<file path="src/hw/rtl/fir_dt_pkg.sv">
package fir_dt_pkg;

  localparam int MAX_ORDER_DEF = 31;

  localparam int ORDER_W  = 5;
  localparam int IDX_W    = 5;
  localparam int COEF_W   = 16;
  localparam int SAMP_W   = 16;
  localparam int DLY_W    = 40;
  localparam int PROD_W   = COEF_W + DLY_W;
  // up to 32 products of PROD_W bits, plus margin
  localparam int ACC_W    = PROD_W + 6;
  localparam int FRAC_W   = 14;
  localparam int ROUND_C  = 1 << (FRAC_W - 1);
  localparam int OUT_MAX  = 32767;
  localparam int OUT_MIN  = -32768;

  localparam int CFG_IDX_W  = 1;
  localparam int CFG_DATA_W = ORDER_W;

  localparam logic [CFG_IDX_W-1:0] REG_ORDER = 1'b0;
  localparam logic [CFG_IDX_W-1:0] REG_XPOSE = 1'b1;

  localparam logic CMD_LOAD   = 1'b0;
  localparam logic CMD_FILTER = 1'b1;

  // one tap step as it travels down the multiply-accumulate pipeline
  typedef struct packed {
    logic vld;
    logic first;   // tap 0: starts the accumulator
    logic last;    // tap n: ends the item
    logic dly_rd;  // delay read data takes part
    logic xpose;   // transposed form
  } step_t;

endpackage

</file>
<file path="src/hw/rtl/fir_dt_ram.sv">
module fir_dt_ram #(
  parameter int WIDTH = 16,
  parameter int DEPTH = 32,
  parameter int AW    = (DEPTH > 1) ? $clog2(DEPTH) : 1
) (
  input  logic             clk_i,
  input  logic             we_i,
  input  logic [AW-1:0]    waddr_i,
  input  logic [WIDTH-1:0] wdata_i,
  input  logic [AW-1:0]    raddr_i,
  output logic [WIDTH-1:0] rdata_o
);

  logic [WIDTH-1:0] mem_q [DEPTH];
  logic [WIDTH-1:0] rdata_q;

  always_ff @(posedge clk_i) begin
    if (we_i) begin
      mem_q[waddr_i] <= wdata_i;
    end
    rdata_q <= mem_q[raddr_i];
  end

  assign rdata_o = rdata_q;

endmodule

</file>
<file path="src/hw/rtl/fir_dt_ctrl.sv">
module fir_dt_ctrl #(
  parameter int MAX_ORDER = fir_dt_pkg::MAX_ORDER_DEF,
  parameter int CAW       = $clog2(MAX_ORDER + 1),
  parameter int DAW       = (MAX_ORDER > 1) ? $clog2(MAX_ORDER) : 1
) (
  input  logic                                clk_i,
  input  logic                                rst_ni,
  input  logic                                in_valid_i,
  input  logic                                cmd_i,
  input  logic signed [fir_dt_pkg::SAMP_W-1:0] sample_i,
  input  logic [fir_dt_pkg::ORDER_W-1:0]      order_i,
  input  logic                                xpose_i,
  input  logic                                done_i,
  input  logic                                out_free_i,
  output logic                                in_stall_o,
  output fir_dt_pkg::step_t                   step_o,
  output logic [CAW-1:0]                      coef_ra_o,
  output logic [DAW-1:0]                      dly_ra_o,
  output logic [DAW-1:0]                      dly_wa_o,
  output logic signed [fir_dt_pkg::SAMP_W-1:0] x_o,
  output logic                                ld_o
);

  import fir_dt_pkg::*;

  typedef enum logic [1:0] {
    ST_IDLE,
    ST_RUN,
    ST_DRAIN,
    ST_LOAD
  } state_e;

  state_e                    state_q;
  logic [CAW-1:0]            k_q;
  logic [CAW-1:0]            n_q;
  logic signed [SAMP_W-1:0]  x_q;
  logic                      xpose_q;
  logic [CAW-1:0]            n_eff;
  logic                      running;

  // saturate the order to the store depth
  assign n_eff = (order_i > MAX_ORDER) ? CAW'(MAX_ORDER) : CAW'(order_i);

  always_ff @(posedge clk_i or negedge rst_ni) begin
    if (!rst_ni) begin
      state_q <= ST_IDLE;
      k_q     <= '0;
      n_q     <= '0;
      x_q     <= '0;
      xpose_q <= 1'b0;
    end else begin
      unique case (state_q)
        ST_IDLE: begin
          if (in_valid_i && (cmd_i == CMD_FILTER)) begin
            state_q <= ST_RUN;
            k_q     <= '0;
            n_q     <= n_eff;
            x_q     <= sample_i;
            xpose_q <= xpose_i;
          end
        end
        ST_RUN: begin
          if (k_q == n_q) begin
            state_q <= ST_DRAIN;
          end else begin
            k_q <= k_q + 1'b1;
          end
        end
        ST_DRAIN: begin
          if (done_i) begin
            state_q <= ST_LOAD;
          end
        end
        ST_LOAD: begin
          if (out_free_i) begin
            state_q <= ST_IDLE;
          end
        end
        default: begin
          state_q <= ST_IDLE;
        end
      endcase
    end
  end

  assign running    = (state_q == ST_RUN);
  assign in_stall_o = (state_q != ST_IDLE);
  assign ld_o       = (state_q == ST_LOAD) && out_free_i;
  assign x_o        = x_q;

  always_comb begin
    step_o.vld    = running;
    step_o.first  = (k_q == '0);
    step_o.last   = (k_q == n_q);
    step_o.xpose  = xpose_q;
    // direct form reads the tap behind, transposed reads the tap ahead
    step_o.dly_rd = xpose_q ? (k_q < n_q) : (k_q != '0);
    coef_ra_o     = k_q;
    dly_wa_o      = DAW'(k_q - 1'b1);
    if (!step_o.dly_rd) begin
      dly_ra_o = '0;
    end else if (xpose_q) begin
      dly_ra_o = DAW'(k_q);
    end else begin
      dly_ra_o = DAW'(k_q - 1'b1);
    end
  end

endmodule

</file>
<file path="src/hw/rtl/fir_dt_mac.sv">
module fir_dt_mac #(
  parameter int MAX_ORDER = fir_dt_pkg::MAX_ORDER_DEF,
  parameter int DAW       = (MAX_ORDER > 1) ? $clog2(MAX_ORDER) : 1
) (
  input  logic                                 clk_i,
  input  logic                                 rst_ni,
  input  fir_dt_pkg::step_t                    step_i,
  input  logic [DAW-1:0]                       dly_wa_i,
  input  logic signed [fir_dt_pkg::SAMP_W-1:0] x_i,
  input  logic signed [fir_dt_pkg::COEF_W-1:0] coef_i,
  input  logic signed [fir_dt_pkg::DLY_W-1:0]  dly_i,
  output logic                                 dly_we_o,
  output logic [DAW-1:0]                       dly_wa_o,
  output logic [fir_dt_pkg::DLY_W-1:0]         dly_wd_o,
  output logic                                 done_o,
  output logic signed [fir_dt_pkg::SAMP_W-1:0] y_o,
  output logic                                 clip_o
);

  import fir_dt_pkg::*;

  step_t                    s_b_q, s_c_q;
  logic [DAW-1:0]           wa_b_q, wa_c_q;
  logic signed [DLY_W-1:0]  d_b, d_c_q;
  logic signed [DLY_W-1:0]  opnd;
  logic signed [PROD_W-1:0] prod, prod_c_q;
  logic signed [ACC_W-1:0]  acc_q, acc_d;
  logic signed [DLY_W-1:0]  prev_q;
  logic                     done_q;
  logic signed [ACC_W-1:0]  rnd;

  // stage B: RAM data is out, form the product
  assign d_b  = s_b_q.dly_rd ? dly_i : '0;
  assign opnd = (!s_b_q.xpose && !s_b_q.first) ? d_b : DLY_W'(x_i);
  assign prod = coef_i * opnd;

  always_ff @(posedge clk_i or negedge rst_ni) begin
    if (!rst_ni) begin
      s_b_q  <= '0;
      s_c_q  <= '0;
      done_q <= 1'b0;
    end else begin
      s_b_q  <= step_i;
      s_c_q  <= s_b_q;
      done_q <= s_c_q.vld && s_c_q.last;
    end
  end

  always_ff @(posedge clk_i) begin
    wa_b_q   <= dly_wa_i;
    wa_c_q   <= wa_b_q;
    d_c_q    <= d_b;
    prod_c_q <= prod;
    acc_q    <= acc_d;
    if (s_c_q.vld) begin
      if (s_c_q.first) begin
        prev_q <= DLY_W'(x_i);
      end else if (!s_c_q.xpose) begin
        prev_q <= d_c_q;
      end
    end
  end

  // stage C: accumulate and write the delay entry back
  always_comb begin
    acc_d = acc_q;
    if (s_c_q.vld) begin
      if (s_c_q.first) begin
        acc_d = ACC_W'(prod_c_q) + ACC_W'(d_c_q);
      end else if (!s_c_q.xpose) begin
        acc_d = acc_q + ACC_W'(prod_c_q);
      end
    end
  end

  assign dly_we_o = s_c_q.vld && !s_c_q.first;
  assign dly_wa_o = wa_c_q;
  assign dly_wd_o = s_c_q.xpose ? (d_c_q + prod_c_q[DLY_W-1:0]) : prev_q;
  assign done_o   = done_q;

  // round half-up, drop the fraction, saturate
  assign rnd = (acc_q + ACC_W'(ROUND_C)) >>> FRAC_W;

  always_comb begin
    if (rnd > ACC_W'(OUT_MAX)) begin
      y_o    = SAMP_W'(OUT_MAX);
      clip_o = 1'b1;
    end else if (rnd < ACC_W'(OUT_MIN)) begin
      y_o    = SAMP_W'(OUT_MIN);
      clip_o = 1'b1;
    end else begin
      y_o    = rnd[SAMP_W-1:0];
      clip_o = 1'b0;
    end
  end

endmodule

</file>
<file path="src/hw/rtl/fir_filter_direct_transposed.sv">
// FIR filter of programmable order, direct or transposed form.
// Input channel (in_valid_i / in_stall_o): each transfer either loads one
// Q2.14 coefficient (cmd 0) or filters one signed 16-bit sample (cmd 1).
// A coefficient load gives no result. A sample gives one
// result on the output channel (out_valid_o / out_stall_i): out_sample_o,
// rounded half-up and saturated, with clipped_o set on saturation.
// A sample runs over taps 0 to n, n being the order (at most MAX_ORDER);
// one multiply-accumulate and one delay memory port handle one tap per
// cycle. The input stalls while a sample is in work.
// The result waits in an output register; the next item is taken while it
// waits, but a finished sample holds until the register frees.
// Configuration: cfg_we_i writes register cfg_idx_i (0 = order, 1 = form);
// the user must write it only while the block is idle; the block itself
// does not enforce this. Writing the order clears the delay line.
// Reset clears coefficients, the delay line and both registers.
module fir_filter_direct_transposed #(
  parameter int MAX_ORDER = fir_dt_pkg::MAX_ORDER_DEF
) (
  input  logic                                    clk_i,
  input  logic                                    rst_ni,
  input  logic                                    cfg_we_i,
  input  logic [fir_dt_pkg::CFG_IDX_W-1:0]        cfg_idx_i,
  input  logic [fir_dt_pkg::CFG_DATA_W-1:0]       cfg_data_i,
  input  logic                                    in_valid_i,
  output logic                                    in_stall_o,
  input  logic                                    cmd_i,
  input  logic [fir_dt_pkg::IDX_W-1:0]            coef_index_i,
  input  logic signed [fir_dt_pkg::COEF_W-1:0]    coef_value_i,
  input  logic signed [fir_dt_pkg::SAMP_W-1:0]    sample_i,
  output logic                                    out_valid_o,
  input  logic                                    out_stall_i,
  output logic signed [fir_dt_pkg::SAMP_W-1:0]    out_sample_o,
  output logic                                    clipped_o
);

  import fir_dt_pkg::*;

  localparam int CAW = $clog2(MAX_ORDER + 1);
  localparam int DAW = (MAX_ORDER > 1) ? $clog2(MAX_ORDER) : 1;

  logic [ORDER_W-1:0]       order_q;
  logic                     xpose_q;
  logic [MAX_ORDER:0]       coef_vld_q;
  logic [MAX_ORDER-1:0]     dly_vld_q;
  logic                     cvld_q, dvld_q;
  logic                     out_vld_q;
  logic signed [SAMP_W-1:0] out_sample_q;
  logic                     clipped_q;

  step_t                    step;
  logic [CAW-1:0]           coef_ra;
  logic [DAW-1:0]           dly_ra, dly_wa_a, dly_wa;
  logic signed [SAMP_W-1:0] x;
  logic                     ld, done, out_free;
  logic                     coef_we;
  logic [COEF_W-1:0]        coef_raw;
  logic [DLY_W-1:0]         dly_raw, dly_wd;
  logic                     dly_we;
  logic signed [COEF_W-1:0] coef_m;
  logic signed [DLY_W-1:0]  dly_m;
  logic signed [SAMP_W-1:0] y;
  logic                     clip;
  logic                     order_wr;

  assign order_wr = cfg_we_i && (cfg_idx_i == REG_ORDER);
  assign coef_we  = in_valid_i && !in_stall_o && (cmd_i == CMD_LOAD)
                    && (coef_index_i <= MAX_ORDER);
  assign out_free = !out_vld_q || !out_stall_i;

  always_ff @(posedge clk_i or negedge rst_ni) begin
    if (!rst_ni) begin
      order_q    <= '0;
      xpose_q    <= 1'b0;
      coef_vld_q <= '0;
      dly_vld_q  <= '0;
      cvld_q     <= 1'b0;
      dvld_q     <= 1'b0;
      out_vld_q  <= 1'b0;
    end else begin
      if (order_wr) begin
        order_q <= cfg_data_i;
      end
      if (cfg_we_i && (cfg_idx_i == REG_XPOSE)) begin
        xpose_q <= cfg_data_i[0];
      end
      if (coef_we) begin
        coef_vld_q[CAW'(coef_index_i)] <= 1'b1;
      end
      // an order write drops the whole delay line
      if (order_wr) begin
        dly_vld_q <= '0;
      end else if (dly_we) begin
        dly_vld_q[dly_wa] <= 1'b1;
      end
      cvld_q <= coef_vld_q[coef_ra];
      dvld_q <= dly_vld_q[dly_ra];
      if (ld) begin
        out_vld_q <= 1'b1;
      end else if (!out_stall_i) begin
        out_vld_q <= 1'b0;
      end
    end
  end

  always_ff @(posedge clk_i) begin
    if (ld) begin
      out_sample_q <= y;
      clipped_q    <= clip;
    end
  end

  fir_dt_ram #(
    .WIDTH (COEF_W),
    .DEPTH (MAX_ORDER + 1)
  ) u_coef_ram (
    .clk_i   (clk_i),
    .we_i    (coef_we),
    .waddr_i (CAW'(coef_index_i)),
    .wdata_i (coef_value_i),
    .raddr_i (coef_ra),
    .rdata_o (coef_raw)
  );

  fir_dt_ram #(
    .WIDTH (DLY_W),
    .DEPTH (MAX_ORDER)
  ) u_dly_ram (
    .clk_i   (clk_i),
    .we_i    (dly_we),
    .waddr_i (dly_wa),
    .wdata_i (dly_wd),
    .raddr_i (dly_ra),
    .rdata_o (dly_raw)
  );

  // entries never written read as zero
  assign coef_m = cvld_q ? coef_raw : '0;
  assign dly_m  = dvld_q ? dly_raw : '0;

  fir_dt_ctrl #(
    .MAX_ORDER (MAX_ORDER)
  ) u_ctrl (
    .clk_i      (clk_i),
    .rst_ni     (rst_ni),
    .in_valid_i (in_valid_i),
    .cmd_i      (cmd_i),
    .sample_i   (sample_i),
    .order_i    (order_q),
    .xpose_i    (xpose_q),
    .done_i     (done),
    .out_free_i (out_free),
    .in_stall_o (in_stall_o),
    .step_o     (step),
    .coef_ra_o  (coef_ra),
    .dly_ra_o   (dly_ra),
    .dly_wa_o   (dly_wa_a),
    .x_o        (x),
    .ld_o       (ld)
  );

  fir_dt_mac #(
    .MAX_ORDER (MAX_ORDER)
  ) u_mac (
    .clk_i    (clk_i),
    .rst_ni   (rst_ni),
    .step_i   (step),
    .dly_wa_i (dly_wa_a),
    .x_i      (x),
    .coef_i   (coef_m),
    .dly_i    (dly_m),
    .dly_we_o (dly_we),
    .dly_wa_o (dly_wa),
    .dly_wd_o (dly_wd),
    .done_o   (done),
    .y_o      (y),
    .clip_o   (clip)
  );

  assign out_valid_o  = out_vld_q;
  assign out_sample_o = out_sample_q;
  assign clipped_o    = clipped_q;

endmodule
</file>
<file path="config.mk">
export PLATFORM = sky130hd
export DESIGN_NAME = fir_filter_direct_transposed
export DESIGN_NICKNAME = d
export VERILOG_FILES = /design/src/hw/rtl/fir_dt_pkg.sv /design/src/hw/rtl/fir_dt_ram.sv /design/src/hw/rtl/fir_dt_ctrl.sv /design/src/hw/rtl/fir_dt_mac.sv /design/src/hw/rtl/fir_filter_direct_transposed.sv
export SDC_FILE = /design/constraint.sdc
export NUM_CORES = 2
export LEC_CHECK = 0
export CAP_MARGIN = 20
export CORE_AREA = 2 2 530 532
export CTS_CLUSTER_DIAMETER = 200
export DETAILED_ROUTE_END_ITERATION = 8
export DIE_AREA = 0 0 532 534
export DONT_BUFFER_PORTS = 1
export SYNTH_ARGS = -nofsm -noshare
export SYNTH_HDL_FRONTEND = slang
export SYNTH_SLANG_ARGS = --single-unit
</file>
<file path="constraint.sdc">
create_clock -name clk_i -period 8.13 [get_ports clk_i]
set_input_delay 2.439 -clock clk_i [delete_from_list [all_inputs] [get_ports clk_i]]
set_output_delay 2.439 -clock clk_i [all_outputs]
set_load 0.005 [all_outputs]
</file>
==> reports/summary.md <==
### Run status
* completed — result of the run

### Route
* 0 — count of antenna-violating nets left after detailed routing
* 6 — first-pass detailed-route iteration total
* 5.69 — via density per instance
* 73400 — total vias in the final route
* 0 — remaining design rule violation count
* 7342 — number of DRC markers in iteration 0
* 26.3 um — average wire length per cell after detail routing
* 339 mm — wirelength, routed

### Synth
* 50.6% — Yosys top cell area share
* 56.1% — sequential-to-total area share from yosys stat
* 1871 — count of flip-flops with a built-in enable after synthesis
* 9853 — Synthesized Nets
* 93 — Cell variety after synth
* sky130_fd_sc_hd__edfxtp_1 — ys flop type
* 12.4 um^2 — per-instance average area after synthesis
* 5.18% — async set or reset register ratio after synthesis
* 2144 — post-synthesis sequential element count
* 8944 — Gate Count Post-Synth
* sky130_fd_sc_hd__edfxtp_1, sky130_fd_sc_hd__fa_1, sky130_fd_sc_hd__nand2_1 — top area cells in the synthesized netlist
* 0.111 mm^2 — combined area of all synthesized cells
* sky130_fd_sc_hd__edfxtp_1, sky130_fd_sc_hd__nand2_1, sky130_fd_sc_hd__inv_1, sky130_fd_sc_hd__fa_1, sky130_fd_sc_hd__nor2_1 — cell types with the highest counts after synthesis
* sky130_fd_sc_hd__edfxtp_1 — most common cell in the synthesized netlist
* sky130_fd_sc_hd__edfxtp_1 — biggest area consumer among synthesized cells
* 0 — Synth warnings

### STA
* 0.105 ns — largest clock skew in the final design
* 0.127 GHz — maximum clock rate
* 0.246 ns — worst path setup slack after routing
* 0.327 ns — worst slack on hold paths
* 25.9% — relative max-transition margin
* false — RSZ-0062 raised after global routing
* 0 — number of failing hold endpoints at the final stage
* 0 — Setup-failing EPs final
* 97.0% — share of the clock period used by the worst path
* 7.88 ns — final period demand of the worst path
* 1.10 ns — Worst Tran Pin Value
* 0 — final number of max-transition violations

### Clock network
* 0.90 ns — clock latency reported for the late side of the worst-skew pair
* 0 — hold buffer count at cts
* 2144 — Sinks on Clock Net
* 4 — buffer levels on the longest clock path
* built — TritonCTS clock tree
* sky130_fd_sc_hd__clkbuf_16 — master cell of the clock root buffer
* 225 — total CTS buffers
* 0.06 ns — clock transition at the registers of the reported paths
* 4 — H-tree depth

### Power
* 0.605 mV — Max rail drop VDD
* 28.2 mW — Pint
* 43.6% — Sw Share
* 402 mW/mm^2 — Power Dens Cells
* 46.6 nW — Leakage
* 21.8 mW — net load switching power
* 20.6% — Clk network pwr share
* 31.0% — power share of the sequential group
* 48.4% — part of the power in combinational logic

### Cells and area
* 12.8% — fraction of final layout cells sized beyond drive strength 1
* 12.1% — Area growth syn-to-layout
* 25200 — total of fill cells in the finished design
* 9891 — number of nets in the finished design
* 12900 — final instance count without filler cells
* 44.7% — post-layout utilization of the core

### Setup path
* adder cells — gate family responsible for the most delay along the worst path
* flop — Crit. End Element
* flop to flop — worst setup path category
* 10 — buffers plus inverters on the worst setup path
* 0.59 ns — slowest cell delay on critical path
* 15 — biggest fanout along the worst timing path
* sky130_fd_sc_hd__fa_1 — critical path's slowest cell
* 8.65 ns — Arrival @ worst endpoint
* 8.89 ns — required time worst endpoint
* flop — Worst Setup Start Kind

### Global route
* 23.4% — overall routing resource usage
* 154 — pin count of the biggest net entering global routing
* 73200 — vias in the first global route
* 496 mm — wire length of the first global-routing pass
* 11 — initial antenna violation count
* 0 — overflow left after global routing

### Placement
* 12500 — Inst Count DP
* -0.107 ns — DP Worst Slack
* 0.972 — Final GP Congestion
* 220 mm — half-perimeter wire length of the detailed placement result
* 0 — number of buffers inserted by port buffering

### Flow run
* 0 — maxcap violations

### Die
* 532 um — x dimension of the die
* 0.284 mm^2 — die area
* 194 — Row Count
* 0.278 mm^2 — placeable core area
* 534 um — Die Y
* 39.8% — Starting Density
* 68 — I/O Pins

### Hold path
* flop to flop — HP Class

==> area by class of cell <==
type                            instances  area (um^2)  area share, %
Clock inverter                        107         1020          0.818
Antenna cell                            6         15.0         0.0121
Multi-Input combinational cell       5428        44100           35.5
Sequential cell                      2144        62200           50.0
Inverter                              875         3280           2.64
Timing Repair Buffer                  308         2690           2.16
Clock buffer                          306         6340           5.09
Tap cell                             3724         4660           3.75
==> flip-flops by register name, indices dropped and copies added, names as in the netlist, 16 cells and up <==
| name | cells |
|---|---|
| coef_vld_q | 32 |
| dly_vld_q | 31 |
| out_sample_o | 16 |
| u_coef_ram.mem_q | 512 |
| u_coef_ram.rdata_o | 16 |
| u_ctrl.x_o | 16 |
| u_dly_ram.mem_q | 1240 |
| u_dly_ram.rdata_o | 40 |
| u_mac.acc_q | 62 |
| u_mac.d_c_q | 40 |
| u_mac.prev_q | 40 |
| u_mac.prod_c_q | 56 |
==> worst paths after layout <==
| check | start | endpoint | slack (ns) | depth (start not counted) |
|---|---|---|---|---|
| min in group asynchronous | rst_ni | coef_vld_q[23] | 1.23 | 0 |
| hold / removal | u_mac.wa_b_q[1] | u_mac.dly_wa_o[1] | 0.33 | 0 |
| setup reg to reg | u_mac.s_b_q[0] | u_mac.prod_c_q[55] | 0.25 | 31 |
| max in group asynchronous | rst_ni | dly_vld_q[22] | 6.50 | 0 |
| hold reg to reg | u_mac.wa_b_q[1] | u_mac.dly_wa_o[1] | 0.33 | 0 |
| setup / recovery | u_mac.s_b_q[0] | u_mac.prod_c_q[55] | 0.25 | 31 |
==> metal layers <==
metal | up-vias | global-route usage (%) | share of wire, %
met1 | 37500 | 31.9 | 41
met2 | 3287 | 37.7 | 47
li1 | 31900 | - | -
met5 | - | 0 | 0.016
met3 | 655 | 3.94 | 8.3
met4 | 8 | 8.98 | 4.3
==> cells in the final DEF, fill, tap and decap left out, drive strengths merged, types with 62 or more instances in the layout <==
| cell type | count |
|---|---|
| o211ai | 62 |
| o21a | 68 |
| xor2 | 74 |
| mux4 | 170 |
| inv | 884 |
| and3 | 91 |
| o21ai | 324 |
| buf | 308 |
| nand3 | 232 |
| xnor2 | 116 |
| o221ai | 86 |
| o22ai | 132 |
| a31oi | 184 |
| nor2 | 492 |
| edfxtp | 1871 |
| fa | 600 |
| a21o | 91 |
| dfrtp | 111 |
| a21oi | 286 |
| clkinv | 76 |
| dfxtp | 162 |
| clkbuf | 306 |
| mux2 | 141 |
| nand2 | 1397 |
| ha | 260 |
==> power groups by stage <==
| stage | sequential (mW) | clock (mW) | combinational [mW] |
|---|---|---|---|
| after global routing | 15.6 | 10.9 | 26.1 |
| final | 15.5 | 10.3 | 24.2 |
| after global placement | 15.7 | 0 | 23.7 |
| after CTS | 15.5 | 10.5 | 24.1 |
| after floorplan | 15.1 | 0 | 15.2 |
| after detailed placement | 15.7 | 0 | 24.0 |
==> logic make-up (layout without fill, tap and decap cells) <==
| kind of cell | Yosys count | in the layout | synth area share [%] |
|---|---|---|---|
| flip-flops | 2144 | 2144 | 56.1 |
| AO/OA/AOI/OAI | 1554 | 1554 | 9.27 |
| buffers and inverters | 1373 | 1596 | 4.69 |
| multiplexers | 325 | 325 | 5.01 |
| other | 0 | 6 | 0 |
| AND/OR/NAND/NOR | 2498 | 2499 | 9.70 |
| XOR/XNOR | 190 | 190 | 1.50 |
| adder cells (fa/ha/maj) | 860 | 860 | 13.8 |
==> what timing repair did <==
item / in CTS / in global routing
gates cloned: 0 / 1
setup buffers: 0 / 3
pin swaps: 0 / 2
resized for setup: 2 / 45
endpoints found under the setup margin: 1 / 19
==> through the flow <==
stage	cell area (um^2)	setup TNS, ns	power [mW]
after floorplan	111000	0	30.3
after global placement	117000	-0.0270	39.4
final	124000	0	50.0
after global routing	124000	0	52.6
after detailed placement	117000	-0.107	39.7
after CTS	124000	0	50.1
Power figures use the tool's default switching activity.
